`config.mk`:
```
export PLATFORM = sky130hd
export DESIGN_NAME = load_cell_ring_average
export DESIGN_NICKNAME = d
export VERILOG_FILES = /design/src/rtl/lcra_pkg.sv /design/src/rtl/lcra_dp.sv /design/src/rtl/lcra_ctrl.sv /design/src/rtl/load_cell_ring_average.sv
export SDC_FILE = /design/constraint.sdc
export NUM_CORES = 1
export LEC_CHECK = 0
export BUFFER_PORTS_ARGS = -buffer_cell sky130_fd_sc_hd__buf_2
export CORE_MARGIN = 2
export CORE_UTILIZATION = 34
export CTS_CLUSTER_DIAMETER = 40
export DETAILED_ROUTE_END_ITERATION = 16
export PLACE_DENSITY = 0.59
export SLEW_MARGIN = 20
export SYNTH_ARGS = -nofsm -noshare
export SYNTH_HDL_FRONTEND = slang
export SYNTH_HIERARCHICAL = 1
export SYNTH_SLANG_ARGS = --single-unit
```
`constraint.sdc`:
```
create_clock -name clk -period 4 [get_ports clk]
set_clock_uncertainty 0.05 [all_clocks]
set_input_delay 0.8 -clock clk [delete_from_list [all_inputs] [get_ports clk]]
set_output_delay 0.8 -clock clk [all_outputs]
set_load 0.005 [all_outputs]
```
`src/rtl/lcra_pkg.sv`:
```
// Shared constants, operation codes and controller/datapath link types
// for the load-cell ring average block. No dependencies.
package lcra_pkg;

  localparam int DEPTH    = 16;
  localparam int SAMPLE_W = 24;
  localparam int MS_W     = 16;
  localparam int OP_W     = 2;
  localparam int SLOT_W   = (DEPTH > 1) ? $clog2(DEPTH) : 1;
  localparam int FILL_W   = $clog2(DEPTH + 1);
  localparam int TOTAL_W  = SAMPLE_W + $clog2(DEPTH);
  localparam int CNT_W    = $clog2(TOTAL_W);

  localparam logic [MS_W-1:0] PERIOD_RESET = MS_W'(100);

  localparam logic [OP_W-1:0] OP_SAMPLE = 2'd0;
  localparam logic [OP_W-1:0] OP_TICK   = 2'd1;
  localparam logic [OP_W-1:0] OP_SLEEP  = 2'd2;
  localparam logic [OP_W-1:0] OP_WAKE   = 2'd3;

  typedef struct packed {
    logic tick;         // advance elapsed time
    logic sleep;        // enter power-down
    logic wake;         // leave power-down
    logic take_sample;  // capture the incoming sample
    logic commit;       // write ring, update total, fill and slot
    logic div_load;     // start the divider from the running total
    logic div_step;     // one quotient bit
    logic div_fix;      // apply sign, store the mean
    logic load_out;     // fill the output register
    logic out_updated;  // updated flag for the output register
  } cmd_t;

  typedef struct packed {
    logic asleep;
    logic due;          // elapsed time reached the report period
    logic div_last;     // current divider step is the final one
  } sts_t;

endpackage

```
`src/rtl/lcra_dp.sv`:
```
// Datapath of the load-cell ring average: sample ring, running total,
// elapsed-time counter, serial divider and output register. Uses lcra_pkg.
module lcra_dp (
  input  logic                          clk,
  input  logic                          rst,
  input  lcra_pkg::cmd_t                cmd,
  output lcra_pkg::sts_t                sts,
  input  logic                          cfg_we,
  input  logic [lcra_pkg::MS_W-1:0]     cfg_wdata,
  input  logic signed [lcra_pkg::SAMPLE_W-1:0] sample,
  output logic                          updated,
  output logic signed [lcra_pkg::SAMPLE_W-1:0] average
);

  logic signed [lcra_pkg::SAMPLE_W-1:0] ring [lcra_pkg::DEPTH];
  logic signed [lcra_pkg::SAMPLE_W-1:0] rd_data;
  logic signed [lcra_pkg::SAMPLE_W-1:0] sample_reg;
  logic [lcra_pkg::SLOT_W-1:0]          write_slot;
  logic [lcra_pkg::FILL_W-1:0]          fill_count;
  logic signed [lcra_pkg::TOTAL_W-1:0]  running_total;
  logic signed [lcra_pkg::TOTAL_W-1:0]  total_next;
  logic [lcra_pkg::MS_W-1:0]            ms_since_report;
  logic [lcra_pkg::MS_W-1:0]            report_period;
  logic                                 asleep;
  logic signed [lcra_pkg::SAMPLE_W-1:0] published_mean;
  logic                                 full;

  logic [lcra_pkg::TOTAL_W-1:0] quo;
  logic [lcra_pkg::TOTAL_W-1:0] quo_signed;
  logic [lcra_pkg::FILL_W-1:0]  rem;
  logic [lcra_pkg::FILL_W:0]    rem_shift;
  logic [lcra_pkg::FILL_W:0]    rem_diff;
  logic [lcra_pkg::CNT_W-1:0]   div_cnt;
  logic                         neg;

  assign full = (fill_count == lcra_pkg::FILL_W'(lcra_pkg::DEPTH));

  always_comb begin
    total_next = running_total
               + lcra_pkg::TOTAL_W'(sample_reg)
               - (full ? lcra_pkg::TOTAL_W'(rd_data) : '0);
  end

  // Ring: one write and one registered read per cycle, both at write_slot
  always_ff @(posedge clk) begin
    if (cmd.commit) begin
      ring[write_slot] <= sample_reg;
    end
    rd_data <= ring[write_slot];
  end

  always_ff @(posedge clk) begin
    if (cmd.take_sample) begin
      sample_reg <= sample;
    end
  end

  always_ff @(posedge clk) begin
    if (rst) begin
      write_slot      <= '0;
      fill_count      <= '0;
      running_total   <= '0;
      ms_since_report <= '1;
      asleep          <= 1'b0;
      report_period   <= lcra_pkg::PERIOD_RESET;
      published_mean  <= '0;
    end else begin
      if (cfg_we) begin
        report_period <= cfg_wdata;
      end
      if (cmd.sleep) begin
        asleep <= 1'b1;
      end else if (cmd.wake) begin
        asleep <= 1'b0;
      end
      if (cmd.tick && (ms_since_report != '1)) begin
        ms_since_report <= ms_since_report + 1'b1;
      end
      if (cmd.commit) begin
        running_total <= total_next;
        if (!full) begin
          fill_count <= fill_count + 1'b1;
        end
        if (write_slot == lcra_pkg::SLOT_W'(lcra_pkg::DEPTH - 1)) begin
          write_slot <= '0;
        end else begin
          write_slot <= write_slot + 1'b1;
        end
        if (sts.due) begin
          ms_since_report <= '0;
        end
      end
      if (cmd.div_fix) begin
        published_mean <= quo_signed[lcra_pkg::SAMPLE_W-1:0];
      end
    end
  end

  // Restoring divider: magnitude of total by fill count, one bit per cycle
  assign rem_shift  = {rem, quo[lcra_pkg::TOTAL_W-1]};
  assign rem_diff   = rem_shift - {1'b0, fill_count};
  assign quo_signed = neg ? (~quo + 1'b1) : quo;

  always_ff @(posedge clk) begin
    if (cmd.div_load) begin
      neg     <= running_total[lcra_pkg::TOTAL_W-1];
      quo     <= running_total[lcra_pkg::TOTAL_W-1] ? (~running_total + 1'b1)
                                                   : running_total;
      rem     <= '0;
      div_cnt <= '0;
    end else if (cmd.div_step) begin
      if (rem_shift >= {1'b0, fill_count}) begin
        rem <= rem_diff[lcra_pkg::FILL_W-1:0];
        quo <= {quo[lcra_pkg::TOTAL_W-2:0], 1'b1};
      end else begin
        rem <= rem_shift[lcra_pkg::FILL_W-1:0];
        quo <= {quo[lcra_pkg::TOTAL_W-2:0], 1'b0};
      end
      div_cnt <= div_cnt + 1'b1;
    end
  end

  always_ff @(posedge clk) begin
    if (cmd.load_out) begin
      updated <= cmd.out_updated;
      average <= cmd.div_fix ? quo_signed[lcra_pkg::SAMPLE_W-1:0] : published_mean;
    end
  end

  always_comb begin
    sts.asleep   = asleep;
    sts.due      = (ms_since_report >= report_period);
    sts.div_last = (div_cnt == lcra_pkg::CNT_W'(lcra_pkg::TOTAL_W - 1));
  end

endmodule

```
`src/rtl/lcra_ctrl.sv`:
```
// Controller of the load-cell ring average: input handshake, sequencing of
// commit and division, output valid. Uses lcra_pkg.
module lcra_ctrl (
  input  logic                        clk,
  input  logic                        rst,
  input  logic                        in_valid,
  output logic                        in_stall,
  input  logic [lcra_pkg::OP_W-1:0]   op,
  output logic                        out_valid,
  input  logic                        out_stall,
  output lcra_pkg::cmd_t              cmd,
  input  lcra_pkg::sts_t              sts
);

  localparam logic [2:0] S_IDLE = 3'd0;
  localparam logic [2:0] S_UPD  = 3'd1;
  localparam logic [2:0] S_LOAD = 3'd2;
  localparam logic [2:0] S_DIV  = 3'd3;
  localparam logic [2:0] S_FIX  = 3'd4;
  localparam logic [2:0] S_DONE = 3'd5;

  logic [2:0] state;
  logic [2:0] state_next;
  logic       pub;
  logic       pub_next;
  logic       accept;
  logic       out_free;

  assign in_stall = (state != S_IDLE);
  assign accept   = in_valid && !in_stall;
  assign out_free = !out_valid || !out_stall;

  always_comb begin
    cmd        = '0;
    state_next = state;
    pub_next   = pub;
    unique case (state)
      S_IDLE: begin
        if (accept) begin
          unique case (op)
            lcra_pkg::OP_TICK:  cmd.tick  = 1'b1;
            lcra_pkg::OP_SLEEP: cmd.sleep = 1'b1;
            lcra_pkg::OP_WAKE:  cmd.wake  = 1'b1;
            lcra_pkg::OP_SAMPLE: begin
              cmd.take_sample = 1'b1;
              pub_next        = 1'b0;
              state_next      = sts.asleep ? S_DONE : S_UPD;
            end
            default: ;
          endcase
        end
      end
      S_UPD: begin
        cmd.commit = 1'b1;
        pub_next   = sts.due;
        state_next = sts.due ? S_LOAD : S_DONE;
      end
      S_LOAD: begin
        cmd.div_load = 1'b1;
        state_next   = S_DIV;
      end
      S_DIV: begin
        cmd.div_step = 1'b1;
        if (sts.div_last) begin
          state_next = S_FIX;
        end
      end
      S_FIX: begin
        cmd.div_fix = 1'b1;
        state_next  = S_DONE;
      end
      S_DONE: begin
        if (out_free) begin
          cmd.load_out    = 1'b1;
          cmd.out_updated = pub;
          state_next      = S_IDLE;
        end
      end
      default: state_next = S_IDLE;
    endcase
  end

  always_ff @(posedge clk) begin
    if (rst) begin
      state     <= S_IDLE;
      pub       <= 1'b0;
      out_valid <= 1'b0;
    end else begin
      state <= state_next;
      pub   <= pub_next;
      if (cmd.load_out) begin
        out_valid <= 1'b1;
      end else if (!out_stall) begin
        out_valid <= 1'b0;
      end
    end
  end

  a_out_from_done: assert property (@(posedge clk) disable iff (rst)
    $rose(out_valid) |-> $past(state == S_DONE))
    else $error("output valid rose outside the done state");

  a_commit_awake: assert property (@(posedge clk) disable iff (rst)
    cmd.commit |-> !sts.asleep)
    else $error("ring commit while powered down");

  a_div_ends: assert property (@(posedge clk) disable iff (rst)
    (state == S_DIV && sts.div_last) |=> (state == S_FIX))
    else $error("divider did not finish after its last step");

  a_upd_after_accept: assert property (@(posedge clk) disable iff (rst)
    (state == S_UPD) |-> $past(accept && op == lcra_pkg::OP_SAMPLE))
    else $error("commit without an accepted sample");

endmodule

```
`src/rtl/load_cell_ring_average.sv`:
```
// Load-cell ring average: a tick, power-down or power-up transfer is handled in the idle state.
// A sample goes to the output register from the done state: directly when powered down, via
// the commit state when awake and no mean is due, and via commit, divider load, the divider steps
// (one quotient bit per cycle) and sign fix when it publishes; a stalled output adds its wait.
// The next input transfer is taken once the sample is in the output register.
// Synchronous active-high reset clears control state; the sample ring is not cleared.
module load_cell_ring_average (
  input  logic                                  clk,
  input  logic                                  rst,
  // input channel
  input  logic                                  in_valid,
  output logic                                  in_stall,
  input  logic [lcra_pkg::OP_W-1:0]             op,
  input  logic signed [lcra_pkg::SAMPLE_W-1:0]  sample,
  // output channel
  output logic                                  out_valid,
  input  logic                                  out_stall,
  output logic                                  updated,
  output logic signed [lcra_pkg::SAMPLE_W-1:0]  average,
  // report period register
  input  logic                                  cfg_we,
  input  logic [lcra_pkg::MS_W-1:0]             cfg_wdata
);

  lcra_pkg::cmd_t cmd;
  lcra_pkg::sts_t sts;

  // Sequence each transfer: decode op; for a sample, commit it when awake, run the divider
  // when the report period has elapsed, then hand off to the output register.
  lcra_ctrl u_ctrl (
    .clk       (clk),
    .rst       (rst),
    .in_valid  (in_valid),
    .in_stall  (in_stall),
    .op        (op),
    .out_valid (out_valid),
    .out_stall (out_stall),
    .cmd       (cmd),
    .sts       (sts)
  );

  // Hold the ring, running total, elapsed time and the published mean.
  lcra_dp u_dp (
    .clk       (clk),
    .rst       (rst),
    .cmd       (cmd),
    .sts       (sts),
    .cfg_we    (cfg_we),
    .cfg_wdata (cfg_wdata),
    .sample    (sample),
    .updated   (updated),
    .average   (average)
  );

endmodule
```
Word-level counts from Yosys, hierarchy flattened
Memories as Yosys holds them, arrays and structs flattened. A register that Yosys moved wholly into a read port is not among the register bits.
Index checks and enable logic that the tools add are counted.
{"block": "totals", "ff_bits": 187, "latch_bits": 0, "mem_bits_rw": 384, "romBits": 0, "word_cells": 105, "mem_count": 1}
{"memory": "u_dp.ring", "depth": 16, "word_bits": 24, "rd": 1, "rd_ports_with_merged_regs": 1, "wr": 1, "line": "lcra_dp.sv:15", "text": "logic signed [lcra_pkg::SAMPLE_W-1:0] ring [lcra_pkg::DEPTH];"}
{"block": "classes", "n_addsub": 9, "mul": 0, "div": 0, "order_cmp": 2, "eq_ne": 17, "shift": 0, "mux": 40, "bitwise": 3, "n_reduce_logical": 16}
{"cell": "28-bit two-way mux", "count": 4}
{"cell": "16-bit two-way mux", "count": 3}
{"cell": "24-bit two-way mux", "count": 2}
{"cell": "28-bit by 1-bit adder with 28-bit output, second input constant", "count": 1}
{"cell": "28-bit adder", "count": 1}
{"cell": "28-bit NOT", "count": 1}
{"cell": "28-bit subtractor", "count": 1}
{"cell": "24-bit by 1-bit adder with 24-bit output, second input constant", "count": 1}
{"cell": "24-bit NOT", "count": 1}
{"cell": "3-bit two-way mux", "count": 6}
{"cell": "3-bit one-hot mux with 6 select lines", "count": 1}
{"cell": "1-bit two-way mux", "count": 17}
{"cell": "16-bit by 1-bit adder with 16-bit output, second input constant", "count": 1}
{"cell": "16-bit greater-or-equal comparator", "count": 1}
{"cell": "16-bit inequality test, second input constant", "count": 1}
{"cell": "4-bit two-way mux", "count": 3}
{"cell": "5-bit by 1-bit adder with 5-bit output, second input constant", "count": 2}
{"cell": "5-bit equality test, second input constant", "count": 2}
{"cell": "3-bit by 2-bit equality test with 1-bit output, second input constant", "count": 2}
{"cell": "3-bit equality test, second input constant", "count": 2}
{"cell": "6-bit by 5-bit greater-or-equal comparator with 1-bit output", "count": 1}
{"cell": "2-bit by 1-bit inequality test with 1-bit output, second input constant", "count": 3}
{"cell": "2-bit nonzero test", "count": 3}
{"cell": "5-bit two-way mux", "count": 1}
{"cell": "other kinds (19)", "count": 26}

Depth between registers and ports, before layout
{"block": "depth", "ltp_word": 9, "depth_mapped": 19, "mapped_depth_nobuf": 17}

Hierarchy
Netlist, hierarchy kept.
{"mod": "lcra_dp", "instances": 1, "cells_per_inst": 1710, "area_each_um2": 25659.6}
{"mod": "lcra_ctrl", "instances": 1, "cells_per_inst": 47, "area_each_um2": 360.3}

Worst setup path before layout
Ideal clock, no wire load.
{"block": "synth_path", "path_kind": "reg2reg", "from": "reg u_dp/fill_count[1] (netlist name)", "to": "reg u_dp/running_total[25] (netlist name)", "setup_time_ns": 0.134, "arrival_ns": 4.021, "required_ns": 3.816, "slack_ns": -0.206, "stages_incl_launch_ff": 18, "period_less_slack_ns": 4.206, "cell_sequence": "dfxtp_1 inv_1 ha_1 and4_1 clkbuf_1 clkbuf_1 and2_1 fa_1 inv_1 ha_1 a21oi_1 o21ai_0 or4_1 nor3_1 o31ai_1 a221oi_1 mux2i_1 o31ai_1"}
{"block": "synth_via", "elab_chain_cells": 3}
{"item": "start, declared", "line": "lcra_dp.sv:19", "text": "logic [lcra_pkg::FILL_W-1:0] fill_count;"}
{"item": "start signal, assigned", "line": "lcra_dp.sv:82", "text": "fill_count <= fill_count + 1'b1;"}
{"item": "5-bit equality test", "line": "lcra_dp.sv:36", "text": "assign full = (fill_count == lcra_pkg::FILL_W'(lcra_pkg::DEPTH));"}
{"item": "28-bit two-way mux", "line": "lcra_dp.sv:41", "text": "- (full ? lcra_pkg::TOTAL_W'(rd_data) : '0);"}
{"item": "28-bit subtractor", "line": "lcra_dp.sv:41"}
{"item": "end signal, assigned", "line": "lcra_dp.sv:80", "text": "running_total <= total_next;"}
{"item": "end, declared", "line": "lcra_dp.sv:20", "text": "logic signed [lcra_pkg::TOTAL_W-1:0] running_total;"}
No other way between the ends.
A chain may end at the register's enable or synchronous reset.

Final worst setup path
{"block": "layout_path", "from": "reg u_dp/fill_count[1] (netlist name)", "to": "reg u_dp/running_total[27] (netlist name)"}
The elaborated chain is that of the path after synthesis.

==> metrics <==
result of the run complete, no violations; startpoint type of the worst setup path flip-flop; class of the most critical setup path reg -> reg; sinks on the clock net 595; area share of the largest cell type after synthesis 53.3%; global-route wire length before repair 89900 um; nature of the critical path endpoint flip-flop; critical path data arrival time 4.34 ns; Post-Place Cells 2803; die area 78800 um^2; timing startpoint of the critical path u_dp/fill_count[1]$_SDFFE_PP0P_; Hold WC Path Type in -> reg; die span in y 281 um; Boundary Pins 74; utilization after layout 41.6%; static power due to leakage 11.2 nW; count of nets after finishing 2057; number of enable-type register cells in the synthesized netlist 462; Syn-to-layout area delta 21.3%; Synth Register Bits 595; number of nets with antenna violations after routing 0; Area contributors post-synth sky130_fd_sc_hd__edfxtp_1, sky130_fd_sc_hd__mux4_2, sky130_fd_sc_hd__dfxtp_1; count of warnings emitted by yosys 6; source of the worst hold timing path sample[4]; critical register-to-register path startpoint u_dp/fill_count[1]$_SDFFE_PP0P_; period utilisation layout 95.7%; deepest level of the CTS H-tree 3; number of standard cells in the layout, taps in and fillers out 2978; total vias in the final route 14900; CTS Root Cell sky130_fd_sc_hd__clkbuf_16; number of global-route vias before repair 15200; number of remaining DRC errors 0; CTS tree yes; largest net degree at the start of global routing 59; share of final-layout standard cells stronger than drive strength 1 24.3%; pwr dens 675 nW/um^2; Num CTS Buffers 91; post-synthesis cell type with the largest combined area sky130_fd_sc_hd__edfxtp_1; number of DRC markers in iteration 0 1105; number of endpoints failing setup at the final stage 0; number of iterations in the first detailed-routing pass 7; sum of net half-perimeters after detailed placement 36600 um; combined area of all synthesized cells 26000 um^2; post-synthesis async set-or-reset flop share 0%; average size of a mapped cell 14.8 um^2; final-report max-slew violation count 0; average routed wire per standard cell 19.8 um; commonest register cell after synthesis sky130_fd_sc_hd__edfxtp_1; largest fanout of any net on the critical path 7; Synth Net Count 1892; Clock transition at path regs 0.05 ns; effective utilization at floorplan 34.3%; number of buffers on the longest clock path 3; number of core rows 101; fraction of the yosys area taken by sequential cells 63.6%; final wirelength 58900 um; vias per cell 4.99; synth cell count leaders sky130_fd_sc_hd__edfxtp_1, sky130_fd_sc_hd__inv_1, sky130_fd_sc_hd__dfxtp_1, sky130_fd_sc_hd__nor2_1, sky130_fd_sc_hd__mux4_2; fmax 0.261 GHz; most used standard cell by instance count after synthesis sky130_fd_sc_hd__edfxtp_1; actual transition at the worst max-transition pin 0.921 ns; Die Wd 281 um; biggest registers after layout u_dp/ring x384, u_dp/quo x28, u_dp/running_total x28; number of maximum-capacitance violations 0; number of unique standard cell types used by synthesis 72; worst IR drop on VDD 0.000363 V; number of failing hold endpoints at the final stage 0; flip-flop count of the largest register, all copies and words added 384; standard cell core area 75800 um^2; Port Buffers 73; antenna violations before repair 0; Most flops, register u_dp/ring; gp weighted congestion 0.832; worst endpoint required time 4.51 ns; number of diodes 0; post-synthesis instance total 1757; Rel. slew slack 38.4%; Final min period 3.83 ns; global-route total usage across every layer 14.9%; Clk Latency, worst-skew pair 0.66 ns; slack of the worst reg-to-reg path 0.17 ns; grt ovf 0
## metrics by stage
step	hold slack [ns]	power, mW	TNS, ns	area [um^2]	worst slack, ns
2_1_floorplan	0.356	11.4	0	26100	0.0226
3_3_place_gp	0.413	12.7	-0.00574	28000	-0.00574
3_5_place_dp	0.419	12.8	-0.0644	28000	-0.0644
4_1_cts	0.235	21.3	0	31400	0.0244
5_1_grt	0.249	22.4	-0.00689	31600	-0.00689
6_report	0.271	21.3	0	31600	0.174
## layout by cell type, fill, tap and decap left out, types with 53 or more instances in the layout
cell type and count:
sky130_fd_sc_hd__clkbuf_16 91, sky130_fd_sc_hd__dfxtp_1 128, sky130_fd_sc_hd__nand2_1 53, sky130_fd_sc_hd__nor2_1 120, sky130_fd_sc_hd__edfxtp_1 462, sky130_fd_sc_hd__buf_2 73
sky130_fd_sc_hd__ha_1 53, sky130_fd_sc_hd__buf_4 63, sky130_fd_sc_hd__inv_1 146, sky130_fd_sc_hd__a21oi_1 87, sky130_fd_sc_hd__and2_1 66, sky130_fd_sc_hd__mux4_2 120
## area by class of cell
type / instances / area [um^2]
tap: 978 / 1220
inverter: 147 / 552
clock inverter: 66 / 970
clock buffer: 105 / 2360
fill: 6871 / 44300
sequential: 595 / 16500
timing repair buffer: 145 / 1020
multi-input combinational: 942 / 8890
## cells by family (layout without fill, tap and decap cells)
logic type / Yosys count / in the layout / share of synthesized area, %
simple gates: 363 / 365 / 7.15
mux: 172 / 172 / 12.4
buf+inv: 222 / 463 / 3.23
compound gates: 229 / 229 / 5.62
flops: 595 / 595 / 63.6
fa+ha+maj: 88 / 88 / 5.04
xor+xnor: 88 / 88 / 2.96
## worst max-delay path: stages (launching register included)
cell and delay (ns):
sky130_fd_sc_hd__dfxtp_2 0.31, sky130_fd_sc_hd__inv_1 0.10, sky130_fd_sc_hd__ha_4 0.18, sky130_fd_sc_hd__and4_4 0.29
sky130_fd_sc_hd__and2_1 0.16, sky130_fd_sc_hd__fa_1 0.40, sky130_fd_sc_hd__inv_1 0.10, sky130_fd_sc_hd__ha_4 0.22
sky130_fd_sc_hd__a21oi_4 0.16, sky130_fd_sc_hd__o21ai_4 0.08, sky130_fd_sc_hd__or4_4 0.52, sky130_fd_sc_hd__nor3_4 0.35
sky130_fd_sc_hd__o31ai_2 0.15, sky130_fd_sc_hd__mux2i_1 0.14, sky130_fd_sc_hd__or4_1 0.47, sky130_fd_sc_hd__nand2_1 0.07
## report_power, final
part | total, mW | switching (mW) | internal (mW)
Sequential | 7.82 | 0.547 | 7.27
Clock | 8.46 | 3.03 | 5.43
Combinational | 5.02 | 2.64 | 2.38
Total | 21.3 | 6.22 | 15.1
## metal layers
| metal | GRT usage (%) | wire length [um] |
|---|---|---|
| met5 | 0 | 0 |
| met4 | 4.70 | 1410 |
| met3 | 2.82 | 2910 |
| met2 | 24.3 | 28300 |
| met1 | 20.1 | 26200 |
## worst paths after layout
path | endpoint | cells after the start
worst max-delay path | u_dp/running_total[27]$_SDFFE_PP0P_ | 15
worst max register to register | u_dp/running_total[27]$_SDFFE_PP0P_ | 15
worst min register to register | u_dp/running_total[15]$_SDFFE_PP0P_ | 2
worst min-delay path | u_dp/sample_reg[4]$_DFFE_PP_ | 1
## timing repair
action | CTS | global route
hold buffers | 0 | 0
cloned | 0 | 2
gates resized for setup | 2 | 30
pin swaps | 1 | 12
setup endpoints to repair | 3 | 9
setup buffers | 0 | 3
No activity file was read; power rests on OpenSTA's default activity.
